File: src/hdl/cmbs_pkg.sv
// Package with the shared types, constants and helpers of the chat markup block splitter.
`timescale 1ns / 1ps
`default_nettype none
package cmbs_pkg;

  // Marker characters.
  localparam logic [7:0] CH_TICK      = 8'h60;
  localparam logic [7:0] CH_DASH      = 8'h2D;
  localparam logic [7:0] CH_BACKSLASH = 8'h5C;
  localparam logic [7:0] CH_LBRACKET  = 8'h5B;
  localparam logic [7:0] CH_RBRACKET  = 8'h5D;
  localparam logic [7:0] CH_NEWLINE   = 8'h0A;

  // UTF-8 lead byte masks and patterns.
  localparam logic [7:0] UTF8_MASK1 = 8'h80;
  localparam logic [7:0] UTF8_MASK2 = 8'hE0;
  localparam logic [7:0] UTF8_LEAD2 = 8'hC0;
  localparam logic [7:0] UTF8_MASK3 = 8'hF0;
  localparam logic [7:0] UTF8_LEAD3 = 8'hE0;
  localparam logic [7:0] UTF8_MASK4 = 8'hF8;
  localparam logic [7:0] UTF8_LEAD4 = 8'hF0;

  localparam logic [15:0] LINES_MAX = 16'hFFFF;

  typedef enum logic [1:0] {
    MODE_TEXT = 2'd0,
    MODE_LANG = 2'd1,
    MODE_BODY = 2'd2,
    MODE_MATH = 2'd3
  } mode_t;

  typedef enum logic [1:0] {
    RES_CONTENT = 2'd0,
    RES_CLOSED  = 2'd1,
    RES_MSG_END = 2'd2
  } res_type_t;

  typedef enum logic [2:0] {
    ROLE_TEXT = 3'd0,
    ROLE_LANG = 3'd1,
    ROLE_BODY = 3'd2,
    ROLE_MATH = 3'd3,
    ROLE_SEP  = 3'd4
  } role_t;

  // One result as it waits in the output queue.
  typedef struct packed {
    res_type_t   rtype;
    role_t       role;
    logic [7:0]  value;
    logic [15:0] lines;
    logic        last;
  } res_t;

  // Parser state apart from the newline tally.
  typedef struct packed {
    logic [2:0][7:0] win;
    logic [1:0]      fill;
    mode_t           mode;
    logic            text_open;
    logic [1:0]      utf8_rem;
    logic            after_nl;
  } pstate_t;

  // Number of continuation bytes that follow a byte; malformed leads count as single bytes.
  function automatic logic [1:0] utf8_follow(input logic [7:0] c);
    logic [1:0] r;
    r = 2'd0;
    if ((c & UTF8_MASK1) == 8'h00) r = 2'd0;
    else if ((c & UTF8_MASK2) == UTF8_LEAD2) r = 2'd1;
    else if ((c & UTF8_MASK3) == UTF8_LEAD3) r = 2'd2;
    else if ((c & UTF8_MASK4) == UTF8_LEAD4) r = 2'd3;
    return r;
  endfunction

  // Builds a result with the given fields and the final flag clear.
  function automatic res_t mk_res(input res_type_t t, input role_t r, input logic [7:0] v,
                                  input logic [15:0] n);
    res_t x;
    x.rtype = t;
    x.role  = r;
    x.value = v;
    x.lines = n;
    x.last  = 1'b0;
    return x;
  endfunction

endpackage
`default_nettype wire

File: src/hdl/cmbs_in_if.sv
// Input channel carrying message bytes with the end-of-message flag.
`timescale 1ns / 1ps
`default_nettype none
interface cmbs_in_if;
  logic       valid;
  logic       ready;
  logic [7:0] in_byte;
  logic       end_of_message;

  modport source (output valid, output in_byte, output end_of_message, input ready);
  modport sink (input valid, input in_byte, input end_of_message, output ready);
endinterface
`default_nettype wire

File: src/hdl/cmbs_out_if.sv
// Output channel carrying tagged content bytes and block events.
`timescale 1ns / 1ps
`default_nettype none
interface cmbs_out_if;
  logic        valid;
  logic        ready;
  logic [1:0]  result_type;
  logic [2:0]  block_role;
  logic [7:0]  content_value;
  logic [15:0] code_line_count;
  logic        run_final;

  modport source (output valid, output result_type, output block_role, output content_value,
                  output code_line_count, output run_final, input ready);
  modport sink (input valid, input result_type, input block_role, input content_value,
                input code_line_count, input run_final, output ready);
endinterface
`default_nettype wire

File: src/hdl/chat_markup_block_splitter.sv
// Top level of the chat markup block splitter: parser step logic and result queue.
`timescale 1ns / 1ps
`default_nettype none
// The splitter takes one message byte per transaction and cuts the message into text, fenced
// code (language tag, then body), display math and separator blocks. Decisions look three
// bytes ahead, so the content result of a byte appears once two further bytes have arrived
// or when end_of_message flushes the window. Each accepted byte is handled in the cycle it is
// taken and yields at most two results, written into a four-entry result queue that drains
// one result per cycle while the reader is ready; outside a message-end flush the block
// takes a byte in every cycle while the queue holds two results or fewer, so with a steady
// reader and at most one result per byte it runs at one byte per cycle. After a byte
// flagged end_of_message it takes no byte during the parse decisions on the bytes still in
// the window (at most three, fewer when a marker takes several bytes at once) and the closing
// step, each gated by queue room; it emits the pending block close and the message end.
module chat_markup_block_splitter #(
  parameter int LINE_COUNT_BITS = 16
) (
  input  wire            clk,
  input  wire            rst,
  cmbs_in_if.sink        msg,
  cmbs_out_if.source     res
);

  localparam int LB = LINE_COUNT_BITS;

  // Parser state.
  cmbs_pkg::pstate_t st, st_next;
  logic [LB-1:0]     tally, tally_next;
  logic              flushing, flushing_next;

  // Result queue.
  cmbs_pkg::res_t    qmem [4];
  logic [1:0]        wr_ptr, rd_ptr;
  logic [2:0]        count;

  // Step logic signals.
  cmbs_pkg::pstate_t cur, dec;
  logic [LB-1:0]     dec_tally;
  cmbs_pkg::res_t    slot [2];
  logic [1:0]        n_res;
  logic [1:0]        k;
  logic              room, msg_fire, pop, do_decide, do_close, fence;
  logic              do_body;
  cmbs_pkg::role_t   body_role;
  logic [7:0]        b0, b1, b2;

  // Line count of a closed code block: newlines plus one, saturating.
  function automatic logic [15:0] code_lines(input logic [LB-1:0] t);
    logic [LB:0] n;
    n = (&t) ? {1'b0, t} : {1'b0, t} + (LB+1)'(1);
    if (33'(n) > 33'(cmbs_pkg::LINES_MAX)) return cmbs_pkg::LINES_MAX;
    return 16'(n);
  endfunction

  assign room     = (count <= 3'd2);
  assign msg.ready = !flushing && room;
  assign msg_fire = msg.valid && msg.ready;
  assign pop      = res.valid && res.ready;

  // Window after the incoming byte, and which kind of step runs this cycle.
  always_comb begin
    cur = st;
    if (msg_fire) begin
      cur.win[st.fill] = msg.in_byte;
      cur.fill = st.fill + 2'd1;
    end
    do_decide = msg_fire ? (!msg.end_of_message && cur.fill == 2'd3)
                         : (flushing && room && st.fill != 2'd0);
    do_close  = flushing && room && st.fill == 2'd0;
  end

  // One parse decision on the head of the window, or the closing step at message end.
  always_comb begin
    dec       = cur;
    dec_tally = tally;
    k         = 2'd0;
    n_res     = 2'd0;
    do_body   = 1'b0;
    body_role = cmbs_pkg::ROLE_TEXT;
    slot[0]   = '0;
    slot[1]   = '0;
    b0        = cur.win[0];
    b1        = cur.win[1];
    b2        = cur.win[2];
    fence     = cur.fill == 2'd3 && b0 == cmbs_pkg::CH_TICK && b1 == cmbs_pkg::CH_TICK &&
                b2 == cmbs_pkg::CH_TICK;

    if (do_decide) begin
      unique case (cur.mode)
        cmbs_pkg::MODE_TEXT: begin
          priority if (cur.utf8_rem != 2'd0) begin
            dec.text_open = 1'b1;
            do_body = 1'b1;
          end else if (fence) begin
            if (cur.text_open) begin
              slot[n_res[0]] = cmbs_pkg::mk_res(cmbs_pkg::RES_CLOSED, cmbs_pkg::ROLE_TEXT,
                                                8'h00, 16'h0000);
              n_res = n_res + 2'd1;
            end
            dec.text_open = 1'b0;
            dec.mode = cmbs_pkg::MODE_LANG;
            k = 2'd3;
          end else if (cur.fill >= 2'd2 && b0 == cmbs_pkg::CH_BACKSLASH &&
                       b1 == cmbs_pkg::CH_LBRACKET) begin
            if (cur.text_open) begin
              slot[n_res[0]] = cmbs_pkg::mk_res(cmbs_pkg::RES_CLOSED, cmbs_pkg::ROLE_TEXT,
                                                8'h00, 16'h0000);
              n_res = n_res + 2'd1;
            end
            dec.text_open = 1'b0;
            dec.mode = cmbs_pkg::MODE_MATH;
            k = 2'd2;
          end else if (cur.after_nl && cur.fill == 2'd3 && b0 == cmbs_pkg::CH_DASH &&
                       b1 == cmbs_pkg::CH_DASH && b2 == cmbs_pkg::CH_DASH) begin
            if (cur.text_open) begin
              slot[n_res[0]] = cmbs_pkg::mk_res(cmbs_pkg::RES_CLOSED, cmbs_pkg::ROLE_TEXT,
                                                8'h00, 16'h0000);
              n_res = n_res + 2'd1;
            end
            dec.text_open = 1'b0;
            slot[n_res[0]] = cmbs_pkg::mk_res(cmbs_pkg::RES_CLOSED, cmbs_pkg::ROLE_SEP,
                                              8'h00, 16'h0000);
            n_res = n_res + 2'd1;
            k = 2'd3;
          end else begin
            dec.text_open = 1'b1;
            do_body = 1'b1;
          end
        end
        cmbs_pkg::MODE_LANG: begin
          if (b0 == cmbs_pkg::CH_NEWLINE) begin
            dec.mode     = cmbs_pkg::MODE_BODY;
            dec_tally    = '0;
            dec.utf8_rem = 2'd0;
          end else begin
            slot[0] = cmbs_pkg::mk_res(cmbs_pkg::RES_CONTENT, cmbs_pkg::ROLE_LANG, b0, 16'h0000);
            n_res = 2'd1;
          end
          k = 2'd1;
        end
        cmbs_pkg::MODE_BODY: begin
          if (cur.utf8_rem == 2'd0 && fence) begin
            slot[0] = cmbs_pkg::mk_res(cmbs_pkg::RES_CLOSED, cmbs_pkg::ROLE_BODY, 8'h00,
                                       code_lines(tally));
            n_res = 2'd1;
            dec_tally    = '0;
            dec.utf8_rem = 2'd0;
            dec.mode     = cmbs_pkg::MODE_TEXT;
            k = 2'd3;
          end else begin
            do_body = 1'b1;
            body_role = cmbs_pkg::ROLE_BODY;
          end
        end
        cmbs_pkg::MODE_MATH: begin
          if (cur.utf8_rem == 2'd0 && cur.fill >= 2'd2 && b0 == cmbs_pkg::CH_BACKSLASH &&
              b1 == cmbs_pkg::CH_RBRACKET) begin
            slot[0] = cmbs_pkg::mk_res(cmbs_pkg::RES_CLOSED, cmbs_pkg::ROLE_MATH, 8'h00,
                                       16'h0000);
            n_res = 2'd1;
            dec.mode = cmbs_pkg::MODE_TEXT;
            k = 2'd2;
          end else begin
            do_body = 1'b1;
            body_role = cmbs_pkg::ROLE_MATH;
          end
        end
        default: ;
      endcase

      // A content byte of text, body or math, with UTF-8 tracking.
      if (do_body) begin
        slot[0] = cmbs_pkg::mk_res(cmbs_pkg::RES_CONTENT, body_role, b0, 16'h0000);
        n_res = 2'd1;
        if (body_role == cmbs_pkg::ROLE_BODY && b0 == cmbs_pkg::CH_NEWLINE && !(&tally))
          dec_tally = tally + LB'(1);
        if (cur.utf8_rem != 2'd0) dec.utf8_rem = cur.utf8_rem - 2'd1;
        else dec.utf8_rem = cmbs_pkg::utf8_follow(b0);
        k = 2'd1;
      end

      // Drop the consumed bytes from the head of the window.
      if (k > cur.fill) k = cur.fill;
      unique case (k)
        2'd1: begin
          dec.after_nl = (cur.win[0] == cmbs_pkg::CH_NEWLINE);
          dec.win[0] = cur.win[1];
          dec.win[1] = cur.win[2];
        end
        2'd2: begin
          dec.after_nl = (cur.win[1] == cmbs_pkg::CH_NEWLINE);
          dec.win[0] = cur.win[2];
        end
        2'd3: dec.after_nl = (cur.win[2] == cmbs_pkg::CH_NEWLINE);
        default: ;
      endcase
      dec.fill = cur.fill - k;
    end else if (do_close) begin
      // Close whatever block is still open, then report message end.
      unique case (cur.mode)
        cmbs_pkg::MODE_LANG: begin
          slot[0] = cmbs_pkg::mk_res(cmbs_pkg::RES_CLOSED, cmbs_pkg::ROLE_BODY, 8'h00, 16'h0001);
          n_res = 2'd1;
        end
        cmbs_pkg::MODE_BODY: begin
          slot[0] = cmbs_pkg::mk_res(cmbs_pkg::RES_CLOSED, cmbs_pkg::ROLE_BODY, 8'h00,
                                     code_lines(tally));
          n_res = 2'd1;
        end
        cmbs_pkg::MODE_MATH: begin
          slot[0] = cmbs_pkg::mk_res(cmbs_pkg::RES_CLOSED, cmbs_pkg::ROLE_MATH, 8'h00, 16'h0000);
          n_res = 2'd1;
        end
        cmbs_pkg::MODE_TEXT: begin
          if (cur.text_open) begin
            slot[0] = cmbs_pkg::mk_res(cmbs_pkg::RES_CLOSED, cmbs_pkg::ROLE_TEXT, 8'h00,
                                       16'h0000);
            n_res = 2'd1;
          end
        end
        default: ;
      endcase
      slot[n_res[0]] = cmbs_pkg::mk_res(cmbs_pkg::RES_MSG_END, cmbs_pkg::ROLE_TEXT, 8'h00,
                                        16'h0000);
      n_res = n_res + 2'd1;
    end

    // Flag the last result caused by an input byte.
    if (n_res != 2'd0 && (msg_fire || do_close)) slot[n_res[0] ^ 1'b1].last = 1'b1;
  end

  // Next parser state.
  always_comb begin
    st_next       = dec;
    tally_next    = dec_tally;
    flushing_next = flushing || (msg_fire && msg.end_of_message);
    if (do_close) begin
      st_next          = '0;
      st_next.mode     = cmbs_pkg::MODE_TEXT;
      st_next.after_nl = 1'b1;
      tally_next       = '0;
      flushing_next    = 1'b0;
    end
  end

  // Parser state registers.
  always_ff @(posedge clk) begin
    if (rst) begin
      st       <= '{win: '0, fill: 2'd0, mode: cmbs_pkg::MODE_TEXT, text_open: 1'b0,
                    utf8_rem: 2'd0, after_nl: 1'b1};
      tally    <= '0;
      flushing <= 1'b0;
    end else begin
      st       <= st_next;
      tally    <= tally_next;
      flushing <= flushing_next;
    end
  end

  // Result queue pointers and fill count.
  always_ff @(posedge clk) begin
    if (rst) begin
      wr_ptr <= 2'd0;
      rd_ptr <= 2'd0;
      count  <= 3'd0;
    end else begin
      wr_ptr <= wr_ptr + n_res;
      if (pop) rd_ptr <= rd_ptr + 2'd1;
      count <= count + {1'b0, n_res} - {2'b00, pop};
    end
  end

  // Result queue storage.
  always_ff @(posedge clk) begin
    if (n_res != 2'd0) qmem[wr_ptr] <= slot[0];
    if (n_res == 2'd2) qmem[wr_ptr + 2'd1] <= slot[1];
  end

  // Head of the queue drives the output channel.
  assign res.valid           = (count != 3'd0);
  assign res.result_type     = qmem[rd_ptr].rtype;
  assign res.block_role      = qmem[rd_ptr].role;
  assign res.content_value   = qmem[rd_ptr].value;
  assign res.code_line_count = qmem[rd_ptr].lines;
  assign res.run_final       = qmem[rd_ptr].last;

endmodule
`default_nettype wire

File: src/flat_wrapper.sv
// flat-port wrapper written by rule: the top's interface ports become plain ports
module chat_markup_block_splitter_flat 
#(
  parameter int LINE_COUNT_BITS = 16
)
  (clk, rst, msg_valid, msg_in_byte, msg_end_of_message, msg_ready, res_valid, res_result_type, res_block_role, res_content_value, res_code_line_count, res_run_final, res_ready);
  cmbs_in_if msg_i ();
  cmbs_out_if res_i ();
  input  wire clk;
  input  wire rst;
  input wire logic [$bits(msg_i.valid)-1:0] msg_valid;
  input wire logic [$bits(msg_i.in_byte)-1:0] msg_in_byte;
  input wire logic [$bits(msg_i.end_of_message)-1:0] msg_end_of_message;
  output wire logic [$bits(msg_i.ready)-1:0] msg_ready;
  output wire logic [$bits(res_i.valid)-1:0] res_valid;
  output wire logic [$bits(res_i.result_type)-1:0] res_result_type;
  output wire logic [$bits(res_i.block_role)-1:0] res_block_role;
  output wire logic [$bits(res_i.content_value)-1:0] res_content_value;
  output wire logic [$bits(res_i.code_line_count)-1:0] res_code_line_count;
  output wire logic [$bits(res_i.run_final)-1:0] res_run_final;
  input wire logic [$bits(res_i.ready)-1:0] res_ready;
  assign msg_i.valid = msg_valid;
  assign msg_i.in_byte = msg_in_byte;
  assign msg_i.end_of_message = msg_end_of_message;
  assign msg_ready = msg_i.ready;
  assign res_valid = res_i.valid;
  assign res_result_type = res_i.result_type;
  assign res_block_role = res_i.block_role;
  assign res_content_value = res_i.content_value;
  assign res_code_line_count = res_i.code_line_count;
  assign res_run_final = res_i.run_final;
  assign res_i.ready = res_ready;
  chat_markup_block_splitter #(.LINE_COUNT_BITS(LINE_COUNT_BITS)) u_core (.clk(clk), .rst(rst), .msg(msg_i), .res(res_i));
endmodule
File: config.mk
export PLATFORM = sky130hd
export DESIGN_NAME = chat_markup_block_splitter_flat
export DESIGN_NICKNAME = d
export VERILOG_FILES = /design/src/hdl/cmbs_pkg.sv /design/src/hdl/cmbs_in_if.sv /design/src/hdl/cmbs_out_if.sv /design/src/hdl/chat_markup_block_splitter.sv /design/src/flat_wrapper.sv
export SDC_FILE = /design/constraint.sdc
export NUM_CORES = 1
export LEC_CHECK = 0
export ABC_AREA = 1
export BUFFER_PORTS_ARGS = -buffer_cell sky130_fd_sc_hd__buf_2
export CAP_MARGIN = 20
export CELL_PAD_IN_SITES_DETAIL_PLACEMENT = 1
export CELL_PAD_IN_SITES_GLOBAL_PLACEMENT = 1
export CORE_MARGIN = 10
export CORE_UTILIZATION = 49
export DETAILED_ROUTE_END_ITERATION = 12
export GPL_ROUTABILITY_DRIVEN = 0
export HOLD_SLACK_MARGIN = 0.12
export MAX_ROUTING_LAYER = met4
export PLACE_DENSITY = 0.83
export SYNTH_ARGS = -nofsm -noshare
export SYNTH_HDL_FRONTEND = slang
export SYNTH_SLANG_ARGS = --single-unit
export TNS_END_PERCENT = 5
File: constraint.sdc
create_clock -name clk -period 9.2 [get_ports clk]
set_input_delay 1.84 -clock clk [delete_from_list [all_inputs] [get_ports clk]]
set_output_delay 1.84 -clock clk [all_outputs]
set_load 0.1 [all_outputs]
Word level (Yosys, flattened, before mapping)
Memory sizes are Yosys's and may differ from the RTL's. A register that Yosys moved wholly into a read port is not among the register bits. Index checks and enable logic that the tools add are counted.

Register bits after elaboration: 56. Bits in writable memories: 120. Bits of input ports: 13. Output and inout bits: 32. Logic and storage cells: 253. Memories: 1.

Add/subtract/negate cells: 12. Magnitude comparators: 12. Eq/ne operators: 31. Mux-type cells: 124. Bitwise operators: 10. Reductions and logical operators: 50.

Memory list: u_core.qmem (depth 4, width 30, read ports 1, clocked after memory_dff 1, wr ports 2, RTL line chat_markup_block_splitter.sv:32) `cmbs_pkg::res_t qmem [4];`.

Operator list (count): 30-bit two-way mux (16); 60-bit two-way mux (5); 30-bit one-hot mux with 4 select lines (2); 16-bit two-way mux (7); 30-bit demux with 1-bit select (3); 29-bit two-way mux (3); 2-bit two-way mux (41); 60-bit bitwise mux (1); 58-bit bitwise AND (1); 58-bit NOT (1); 56-bit bitwise AND (1); 56-bit NOT (1); 26-bit two-way mux (2); 8-bit by 7-bit equality test with 1-bit output (second input constant) (6); 16-bit one-hot mux with 2 select lines (1); 1-bit logical AND (28); 1-bit two-way mux (26); 24-bit bitwise mux (1); 8-bit by 4-bit equality test with 1-bit output (second input constant) (3); 8-bit by 6-bit equality test with 1-bit output (second input constant) (3); 24-bit two-way mux (1); 2-bit one-hot mux with 4 select lines (3); 16-bit by 1-bit adder with 17-bit output (second input constant) (1); 17-bit by 16-bit greater-than comparator with 1-bit output (second input constant) (1); other kinds (46) (81).

Longest topological paths before layout
Gate-level depths: netlist of run 1.

Depth after elaboration: 33. Gate-level depth with buffers: 34. Gate-level depth less buffers: 33.

Worst setup path before layout of run 1
OpenSTA, ideal clock, no wires.

Path type: input to register. Start: input port msg_valid. End: register u_core.st[21] (netlist bit). Setup time: 0.133 ns. Arrival time: 5.176 ns. Required time: 9.067 ns. Setup slack: 3.891 ns. Stages on the path: 28. Buffers on the path: 3. Cell sequence: nand4_4 -> buf_6 -> nand2_4 -> inv_2 -> nor2_2 -> nand2_1 -> nor2_2 -> nand2_1 -> nor2_2 -> nand3_2 -> nand2_2 -> nand2_2 -> clkinv_2 -> nand2_4 -> nand2_8 -> nand2_1 -> inv_1 -> ha_1 -> nand2_1 -> o21a_1 -> inv_1 -> o21ai_0 -> ha_1 -> clkbuf_1 -> nand2_1 -> clkbuf_1 -> o21ai_0 -> a21oi_1.

Word-level cells in the longest chain between the ends: 21. Elaborated cells between the ends (all ways): 51. Classes of those cells: order compare: 2; eq/ne: 11; mux: 23; reduce/logical: 15.

Ends and longest elaborated chain: start, declared (RTL line flat_wrapper.sv:11) `input wire logic [$bits(msg_i.valid)-1:0] msg_valid;`; 1-bit logical AND (*) (RTL line chat_markup_block_splitter.sv:57) `assign msg_fire = msg.valid && msg.ready;`; 26-bit two-way mux (RTL line chat_markup_block_splitter.sv:63) `if (msg_fire) begin`; 2-bit equality test (RTL line chat_markup_block_splitter.sv:67, chat_markup_block_splitter.sv:85, chat_markup_block_splitter.sv:113); 1-bit logical AND (3 in a row) (RTL line chat_markup_block_splitter.sv:113) `end else if (cur.after_nl && cur.fill == 2'd3 && b0 == cmbs_pkg::CH_DASH &&`; 1-bit logical AND (RTL line chat_markup_block_splitter.sv:114) `b1 == cmbs_pkg::CH_DASH && b2 == cmbs_pkg::CH_DASH) begin`; 1-bit two-way mux (RTL line chat_markup_block_splitter.sv:113); 1-bit two-way mux (RTL line chat_markup_block_splitter.sv:103) `end else if (cur.fill >= 2'd2 && b0 == cmbs_pkg::CH_BACKSLASH &&`; 1-bit two-way mux (RTL line chat_markup_block_splitter.sv:94) `end else if (fence) begin`; [... 3 more ...]; 2-bit two-way mux (RTL line chat_markup_block_splitter.sv:172) `if (do_body) begin`; 2-bit two-way mux (RTL line chat_markup_block_splitter.sv:88) `if (do_decide) begin`; 2-bit greater-than comparator (RTL line chat_markup_block_splitter.sv:183) `if (k > cur.fill) k = cur.fill;`; 2-bit two-way mux (RTL line chat_markup_block_splitter.sv:183); 2-bit two-way mux (RTL line chat_markup_block_splitter.sv:88); 2-bit by 1-bit equality test with 1-bit output (RTL line chat_markup_block_splitter.sv:184) `unique case (k)`; 8-bit two-way mux (RTL line chat_markup_block_splitter.sv:184); 24-bit two-way mux (*) (RTL line chat_markup_block_splitter.sv:88); end signal, assigned (RTL line chat_markup_block_splitter.sv:249) `st <= '{win: '0, fill: 2'd0, mode: cmbs_pkg::MODE_TEXT, text_open: 1'b0,`; end signal, assigned (RTL line chat_markup_block_splitter.sv:254) `st <= st_next;`; end, declared (RTL line chat_markup_block_splitter.sv:27) `cmbs_pkg::pstate_t st, st_next;`.

Every way passes the cells marked *; elsewhere a longest branch is shown, timed or not. The select of a mux whose other input is x is not followed. A chain may end at the register's enable or synchronous reset.

==> flow_summary.ini, run 1 <==
[synth]
yosysTopAreaCell = edfxtp_1
netlist_top_cells_count = 289 x nand2_1, 178 x inv_1, 170 x nor2_1
synth_cells = 1304
synth-edff-count = 120
yosys.area.top_type_share = 0.349
synth.most_common_cell = nand2_1
ys_top_cells_by_area = edfxtp_1 35%, dfxtp_1 11%, nand2_1 10%
synth_ff_type = edfxtp_1
seq_area_frac_synth = 0.461
yosys_register_bits = 178
syn_nets = 1342
synth_cell_types = 49
syn-cell-area_um2 = 10300
yosysWarningCount = 0
async_flop_share = 0
synth.avg_cell_area_um2 = 7.93

[sta]
finalSetupTns_ns = 0
rsz0062_at_grt = false
skew_ns = 0.0162
period_minus_slack_ns = 6.57
slew_headroom = 0.309
timing.final.hold_violations = 0
fmax_mhz = 152
worst_slack_ns = 2.63
whs_ns = 0.489
drv_slew = 0
period_share = 0.715
tightest_slew_ns = 1.04
setup_viol_count_final = 0

[setup_path]
cp_num_buf_inv = 4
cp_max_fo = 35
endpoint_kind = flop
cpMaxStageDelayCell = nand2_1
criticalPathCategory = in2reg
path_cells = buf_2 > nand4_4 > o21ai_2 > nand2_1 > inv_1 > nand2_1 > nand2_2 > inv_2 > nor3_2 > nand2_1 > nor3_2 > nand2_2 > nand2_2 > nand2_1 > nand2_1 > buf_4
cpMostUsedCell = nand2_1
cp.arrival_ns = 6.70
critical_path.top_delay_family = simple AND/OR/NAND/NOR gates
cpPeakStageDelay_ns = 0.68
startpoint_type = input pin
cp.required_ns = 9.32

[routing]
vias = 9019
drtIter0Drc = 648
via_per_inst = 5.61
drt_pass1_iterations = 5
wl_per_cell_um = 19.6
remaining_drc_errors = 0
drtAntennaViolNets = 0
drt-total-wl_mm = 31.5

[global_routing]
overflow = 0
track_usage = 0.243
grt_pass1_vias = 9280
grt_max_degree = 62
grt_antenna_before_repair = 0
grt_pass1_wl_mm = 50.5

[cts]
numCtsBuffers = 17
cts-root-buf = clkbuf_16
clock_path_buffers = 2
cts_sinks = 178
clkSlewWorstSetupHoldPaths_ns = 0.08
insertion_delay_ns = 0.45
tritoncts = yes
cts_resized = 0
post_cts_buffers = 0
holdBufCountCts = 0
htreeDepth = 4

[pwr]
ir_drop_v = 0.000137
total_power_mw = 3.06
p_leak_nw = 4.83
p_per_area_nw_per_um2 = 271

[cells_and_area]
drive_above_1_share = 0.118
fillers = 2627
antennaDiodeCount = 0
area_growth_syn_to_layout_pct = 9.21
fin_nets = 1359

[placement]
portBuffers = 44
place_hpwl_mm = 22.1
pre_cts_ws_ns = 2.27

[die]
dieWidth_um = 165
fp.coreArea_um2 = 20900
rows = 53
start_util = 0.495
die_height_um = 165
io_pins = 45
dieArea_um2 = 27300

[outcome]
outcome = finished clean

[job]
timing.max_cap.violations = 0

[min_path]
hold_class = reg2reg
## cell families after synthesis
| logic type | share of synthesized area |
|---|---|
| and+or+nand+nor | 0.253 |
| AOI/OAI and AO/OA | 0.144 |
| buffers and inverters | 0.0986 |
| DFF | 0.461 |
| adders and majority gates | 0.0310 |
| xor gates and xnor gates | 0.0110 |
| muxes | 0.00194 |
## stage by stage
step	cells	util	instance area [um2]
after floorplan	1304	-	10300
after global placement	1577	0.511	10700
after detailed placement	1577	0.511	10700
after CTS	1609	0.540	11300
after global routing	1609	0.540	11300
final	1609	0.540	11300
## cell type report
| class | count | area (um2) | share of cell area |
|---|---|---|---|
| flip-flops and latches | 178 | 4770 | 0.422 |
| multi-input cells | 882 | 4560 | 0.404 |
| inverters | 188 | 707 | 0.0626 |
| clock buffers | 17 | 425 | 0.0377 |
| well taps | 275 | 344 | 0.0305 |
| repair buffers | 54 | 295 | 0.0262 |
| clock inverters | 15 | 193 | 0.0171 |
## worst paths after layout
kind,from,endpoint,slack (ns),cells after the start
hold / removal,u_core.tally[9],u_core.tally[9],0.49,2
setup / recovery,msg_valid,u_core.qmem[0][21],2.63,16
hold reg to reg,u_core.tally[9],u_core.tally[9],0.49,2
setup reg to reg,u_core.count[2],u_core.qmem[0][21],3.67,16
## worst reg2reg max path, delay by kind of cell, from the launching register on
| family | cells | cell delay (ns) |
|---|---|---|
| buf+inv | 4 | 1.01 |
| simple gates | 11 | 3.33 |
| flops | 1 | 0.33 |
| compound gates | 1 | 0.53 |
## flip-flops by register name, indices dropped and copies added, names as in the netlist, named ones only
register	flops
u_core.st	26
u_core.flushing	1
u_core.cur	6
u_core.count	3
u_core.wr_ptr	2
u_core.qmem	120
u_core.rd_ptr	2
u_core.tally	16
## power breakdown
group	total [mW]	internal, mW	switching [mW]
clock network	0.765	0.376	0.390
registers	0.981	0.941	0.0399
logic	1.31	0.251	1.06
## routing by layer
metal	GRT usage	routed length, um	up-vias
li1	-	-	4297
met1	0.306	13900	4444
met2	0.399	15600	232
met3	0.0352	1460	46
met4	0.0680	549	0
met5	-	0	-
## placed cells by master (no fill, tap or decap), drive strengths merged
cell,count
ha,24
o41ai,1
nor4b,1
clkinvlp,1
o22ai,32
o21a,7
a31oi,10
nand4,21
o21bai,2
edfxtp,120
or2,1
clkbuf,17
xor2,8
buf,54
xnor2,5
nand3b,1
nor2,183
mux2i,2
a21oi,56
nor4,5
o32ai,1
clkinv,6
dfxtp,58
o31ai,1
inv,196
a21boi,4
nand2,312
nor3,31
nand3,40
fa,1
o21ai,133
Power figures use the tool's default switching activity.
==> inputs of run 2 (changes only) <==
CORE_UTILIZATION = 47   (was 49)
PLACE_DENSITY = 0.81   (was 0.83)
clock period = 6.18 ns   (was 9.2 ns; I/O delays follow)
==> flow_summary.ini, run 2 (synthesis gave the netlist of run 1 again) <==
[cells_and_area]
top_regs = u_core.qmem x120, u_core.st x26, u_core.tally x16
final-seq-area_um2 = 4770
largest_reg_flops = 120
fin_nets = 1367
multi_input_area_um2 = 4560
antennaDiodeCount = 0
fillers = 2700
layout_common_cells = 289 x nand2_1, 178 x inv_1, 170 x nor2_1
final_common_cell = nand2_1
area_growth_syn_to_layout_pct = 9.92
largest_register = u_core.qmem
drive_above_1_share = 0.124

[routing]
drt_pass1_iterations = 5
via_per_inst = 5.56
drtAntennaViolNets = 0
wl_per_cell_um = 19.3
remaining_drc_errors = 0
vias = 9018
drt-total-wl_mm = 31.4
drtIter0Drc = 691

[sta]
timing.final.hold_violations = 0
drv_slew = 0
setup_viol_count_final = 0
period_share = 0.890
finalSetupTns_ns = 0
period_minus_slack_ns = 5.50
tightest_slew_ns = 1.04
slew_headroom = 0.306
skew_ns = 0.0299
whs_ns = 0.483
fmax_mhz = 182
rsz0062_at_grt = false

[cts]
cts-root-buf = clkbuf_16
clock_path_buffers = 2
clkSlewWorstSetupHoldPaths_ns = 0.08
numCtsBuffers = 17
htreeDepth = 4
holdBufCountCts = 0
post_cts_buffers = 0
cts_resized = 0
tritoncts = yes
insertion_delay_ns = 0.46
cts_sinks = 178

[min_path]
hold_class = reg2reg

[setup_path]
endpoint_kind = flop
cp_max_fo = 35
startpoint_type = input pin
cpPeakStageDelay_ns = 0.49
cpMostUsedCell = nand2_1
cpMaxStageDelayCell = nand4_4
criticalPathCategory = in2reg
cp.arrival_ns = 5.87
critical_path.top_delay_family = simple AND/OR/NAND/NOR gates
cp_num_buf_inv = 4
cp.required_ns = 6.55

[outcome]
outcome = finished clean

[global_routing]
grt_pass1_vias = 9458
grt_antenna_before_repair = 0
grt_max_degree = 61
grt_pass1_wl_mm = 50.8
overflow = 0
track_usage = 0.230

[die]
fp.coreArea_um2 = 21800
die_height_um = 168
rows = 54
dieWidth_um = 168
io_pins = 45
dieArea_um2 = 28300
start_util = 0.475

[placement]
portBuffers = 44
place_hpwl_mm = 21.8

[pwr]
ir_drop_v = 0.000176
p_leak_nw = 4.88
p_per_area_nw_per_um2 = 403

[job]
timing.max_cap.violations = 0
run 2: changes by cell type in the layout (fill, tap and decap cells not counted):
| cell | previous run | this run |
|---|---|---|
| buf_4 | 10 | 18 |
| bufinv_16 | 0 | 1 |
| inv_6 | 3 | 4 |
| inv_12 | 3 | 1 |
| clkinv_4 | 0 | 1 |
| clkinvlp_4 | 1 | 0 |
run 2: worst paths after layout:
kind / slack, ns / start / to / depth (start not counted)
setup / recovery: 0.68 / msg_valid / u_core.cur[0] / 29
hold / removal: 0.48 / u_core.tally[9] / u_core.tally[9] / 2
setup reg to reg: 1.06 / u_core.st[6] / u_core.cur[0] / 31
hold reg to reg: 0.48 / u_core.tally[9] / u_core.tally[9] / 2
run 2: worst reg2reg max path, delay by kind of cell (launching register included):
family / cells / cell delay [ns]
AO/OA/AOI/OAI: 7 / 1.37
AND/OR/NAND/NOR: 17 / 1.91
adder cells (fa/ha/maj): 3 / 0.91
flip-flops: 1 / 0.37
buffers and inverters: 4 / 0.46
run 2: where the power goes:
part / internal (mW) / leakage (nW) / switching, mW / total, mW
Sequential: 1.40 / 1.53 / 0.0642 / 1.46
Combinational: 0.385 / 3.04 / 1.57 / 1.96
Clock: 0.591 / 0.305 / 0.561 / 1.15
run 2: per-layer routing:
metal  vias to the layer above  wire length, um  track usage
met3                        53             1550       0.0396
li1                       4314                -            -
met4                         0              631       0.0685
met1                      4394            13500        0.276
met5                         -                0            -
met2                       257            15600        0.389
run 2: area by class of cell:
| class | count | area share |
|---|---|---|
| Sequential cell | 178 | 0.419 |
| Multi-Input combinational cell | 882 | 0.401 |
| Inverter | 188 | 0.0622 |
| Clock buffer | 17 | 0.0374 |
| Timing Repair Buffer | 62 | 0.0313 |
| Tap cell | 280 | 0.0308 |
| Clock inverter | 15 | 0.0176 |
run 2: stage by stage:
step           total power [mW]  instances  setup WS [ns]  area (um2)  utilization
3_5_place_dp               3.44       1590          0.286       10700        0.494
3_3_place_gp               3.38       1590          0.575       10700        0.494
4_1_cts                    4.59       1622          0.717       11400        0.522
5_1_grt                    4.80       1622          0.108       11400        0.522
2_1_floorplan              3.00       1304           1.47       10300            -
6_report                   4.57       1622          0.682       11400        0.522
==> inputs of run 3 (changes only) <==
ABC_AREA = unset   (was 1)
CORE_UTILIZATION = 49   (was 47)
PLACE_DENSITY = 0.79   (was 0.81)
==> flow_summary.ini, run 3 <==
[outcome]
outcome = finished clean

[global_routing]
grt_pass1_wl_mm = 47.2
track_usage = 0.236
grt_max_degree = 47
grt_antenna_before_repair = 0
grt_pass1_vias = 8046
overflow = 0

[synth]
syn-cell-area_um2 = 9810
synth_ff_type = edfxtp_1
syn_nets = 969
yosys.area.top_type_share = 0.367
synth.avg_cell_area_um2 = 10.5
yosys_register_bits = 178
synth-edff-count = 120
seq_area_frac_synth = 0.486
synth_cell_types = 88
yosysTopAreaCell = edfxtp_1
ys_top_cells_by_area = edfxtp_1 37%, dfxtp_1 12%, mux4_2 6.9%
synth_cells = 931
netlist_top_cells_count = 157 x nor2_1, 120 x edfxtp_1, 63 x nand2_1
synth.most_common_cell = nor2_1
yosysWarningCount = 0
async_flop_share = 0

[die]
dieWidth_um = 161
fp.coreArea_um2 = 19600
io_pins = 45
rows = 51
dieArea_um2 = 26100
start_util = 0.501
die_height_um = 161

[routing]
via_per_inst = 6.41
drt-total-wl_mm = 30.0
wl_per_cell_um = 24.2
vias = 7927
drtAntennaViolNets = 0
remaining_drc_errors = 0
drt_pass1_iterations = 5
drtIter0Drc = 874

[cells_and_area]
top_regs = u_core.qmem x120, u_core.st x26, u_core.tally x16
drive_above_1_share = 0.183
fin_nets = 997
final_common_cell = nor2_1
largest_register = u_core.qmem
largest_reg_flops = 120
antennaDiodeCount = 0
layout_common_cells = 157 x nor2_1, 120 x edfxtp_1, 63 x nand2_1
area_growth_syn_to_layout_pct = 11.0

[sta]
slew_headroom = 0.260
period_minus_slack_ns = 5.58
fmax_mhz = 179
whs_ns = 0.527
skew_ns = 0.0161
tightest_slew_ns = 1.11
finalSetupTns_ns = 0
rsz0062_at_grt = false
setup_viol_count_final = 0
timing.final.hold_violations = 0
period_share = 0.903
drv_slew = 0

[placement]
place_hpwl_mm = 21.1
portBuffers = 44

[pwr]
p_per_area_nw_per_um2 = 449
ir_drop_v = 0.000208
p_leak_nw = 3.58

[setup_path]
crit_end = u_core.st[9]
criticalPathCategory = reg2reg
cp.arrival_ns = 5.91
r2r_end = u_core.st[9]
r2r_cells = 21
path_cells = a211o_1 > inv_2 > nand2_2 > buf_4 > o211ai_1 > a222oi_1 > buf_4 > a31o_2 > a21o_4 > o21a_1 > o211a_1 > ha_1 > nor2_1 > nor2_1 > a21o_1 > and2_1 > o22ai_1 > ha_1 > nand2_1 > a221oi_1 > a211oi_1
cpMaxStageDelayCell = a211o_1
r2r-start = u_core.count[1]
endpoint_kind = flop
cpPeakStageDelay_ns = 0.61
startpoint_type = flop
crit_start = u_core.count[1]
cp_max_fo = 23
cp.required_ns = 6.51
rrSetupSlack_ns = 0.60

[cts]
post_cts_buffers = 0
clkSlewWorstSetupHoldPaths_ns = 0.08
holdBufCountCts = 0
clock_path_buffers = 2
htreeDepth = 4
cts-root-buf = clkbuf_16
insertion_delay_ns = 0.45
cts_resized = 0
tritoncts = yes
cts_sinks = 178
numCtsBuffers = 17

[job]
timing.max_cap.violations = 0

[min_path]
hold_class = reg2reg
## run 3: cell count changes in the layout (fill, tap and decap cells not counted), sizes merged, moves of 10 or more
cell | before | now
a211oi | 0 | 23
a311oi | 0 | 16
and3 | 0 | 10
inv | 195 | 41
mux2i | 2 | 16
mux4 | 0 | 30
nand2 | 312 | 64
nand2b | 0 | 17
nand3 | 40 | 17
nand4 | 21 | 8
nor2 | 183 | 160
o21ai | 133 | 31
o22ai | 32 | 5
## run 3: final cells by class
class | instances | area [um2]
clock inverter | 15 | 191
fill | 2118 | 8700
tap | 265 | 332
inverter | 32 | 123
clock buffer | 17 | 425
multi-input combinational | 663 | 4650
sequential | 178 | 4770
timing repair buffer | 67 | 405
## run 3: cell families (layout without fill, tap and decap cells)
kind of cell / after synthesis / count (layout) / synth area share
mux: 48 / 48 / 0.0875
buf+inv: 90 / 131 / 0.0446
compound gates: 191 / 191 / 0.144
simple gates: 378 / 378 / 0.186
flops: 178 / 178 / 0.486
xor+xnor: 21 / 21 / 0.0188
fa+ha+maj: 25 / 25 / 0.0327
## run 3: how the worst min path moves through the flow
stage,start,to,cells past startpoint
global placement,u_core.tally[12],u_core.tally[12],1
detailed placement,u_core.tally[12],u_core.tally[12],1
global route,u_core.tally[1],u_core.tally[1],2
CTS,u_core.tally[1],u_core.tally[1],2
floorplan,u_core.flushing,u_core.flushing,2
finish,u_core.tally[12],u_core.tally[12],1
## run 3: per-stage QoR
| step | setup WS (ns) | total power [mW] | std cells | cell area [um2] | utilization |
|---|---|---|---|---|---|
| CTS | 0.705 | 4.90 | 1237 | 10900 | 0.556 |
| detailed placement | 0.258 | 3.77 | 1205 | 10300 | 0.524 |
| global route | 0.289 | 5.09 | 1237 | 10900 | 0.556 |
| floorplan | 0.135 | 3.28 | 931 | 9810 | - |
| finish | 0.601 | 4.89 | 1237 | 10900 | 0.556 |
| global placement | 0.557 | 3.71 | 1205 | 10300 | 0.524 |
## run 3: metal layers
metal	global-route usage	wire length [um]
met1	0.294	12600
met2	0.389	15100
met3	0.0402	1680
met4	0.0674	605
met5	-	0
## run 3: worst max-delay path, delay by kind of cell, from the launching register on
family	cells	cell delay [ns]
adder cells (fa/ha/maj)	2	0.55
flip-flops	1	0.41
AO/OA/AOI/OAI	11	2.85
buffers and inverters	3	0.80
AND/OR/NAND/NOR	5	0.85
## run 3: power by group
part	internal, mW	switching [mW]
Combinational	0.568	1.65
Sequential	1.43	0.115
Clock	0.558	0.570
Total	2.56	2.33
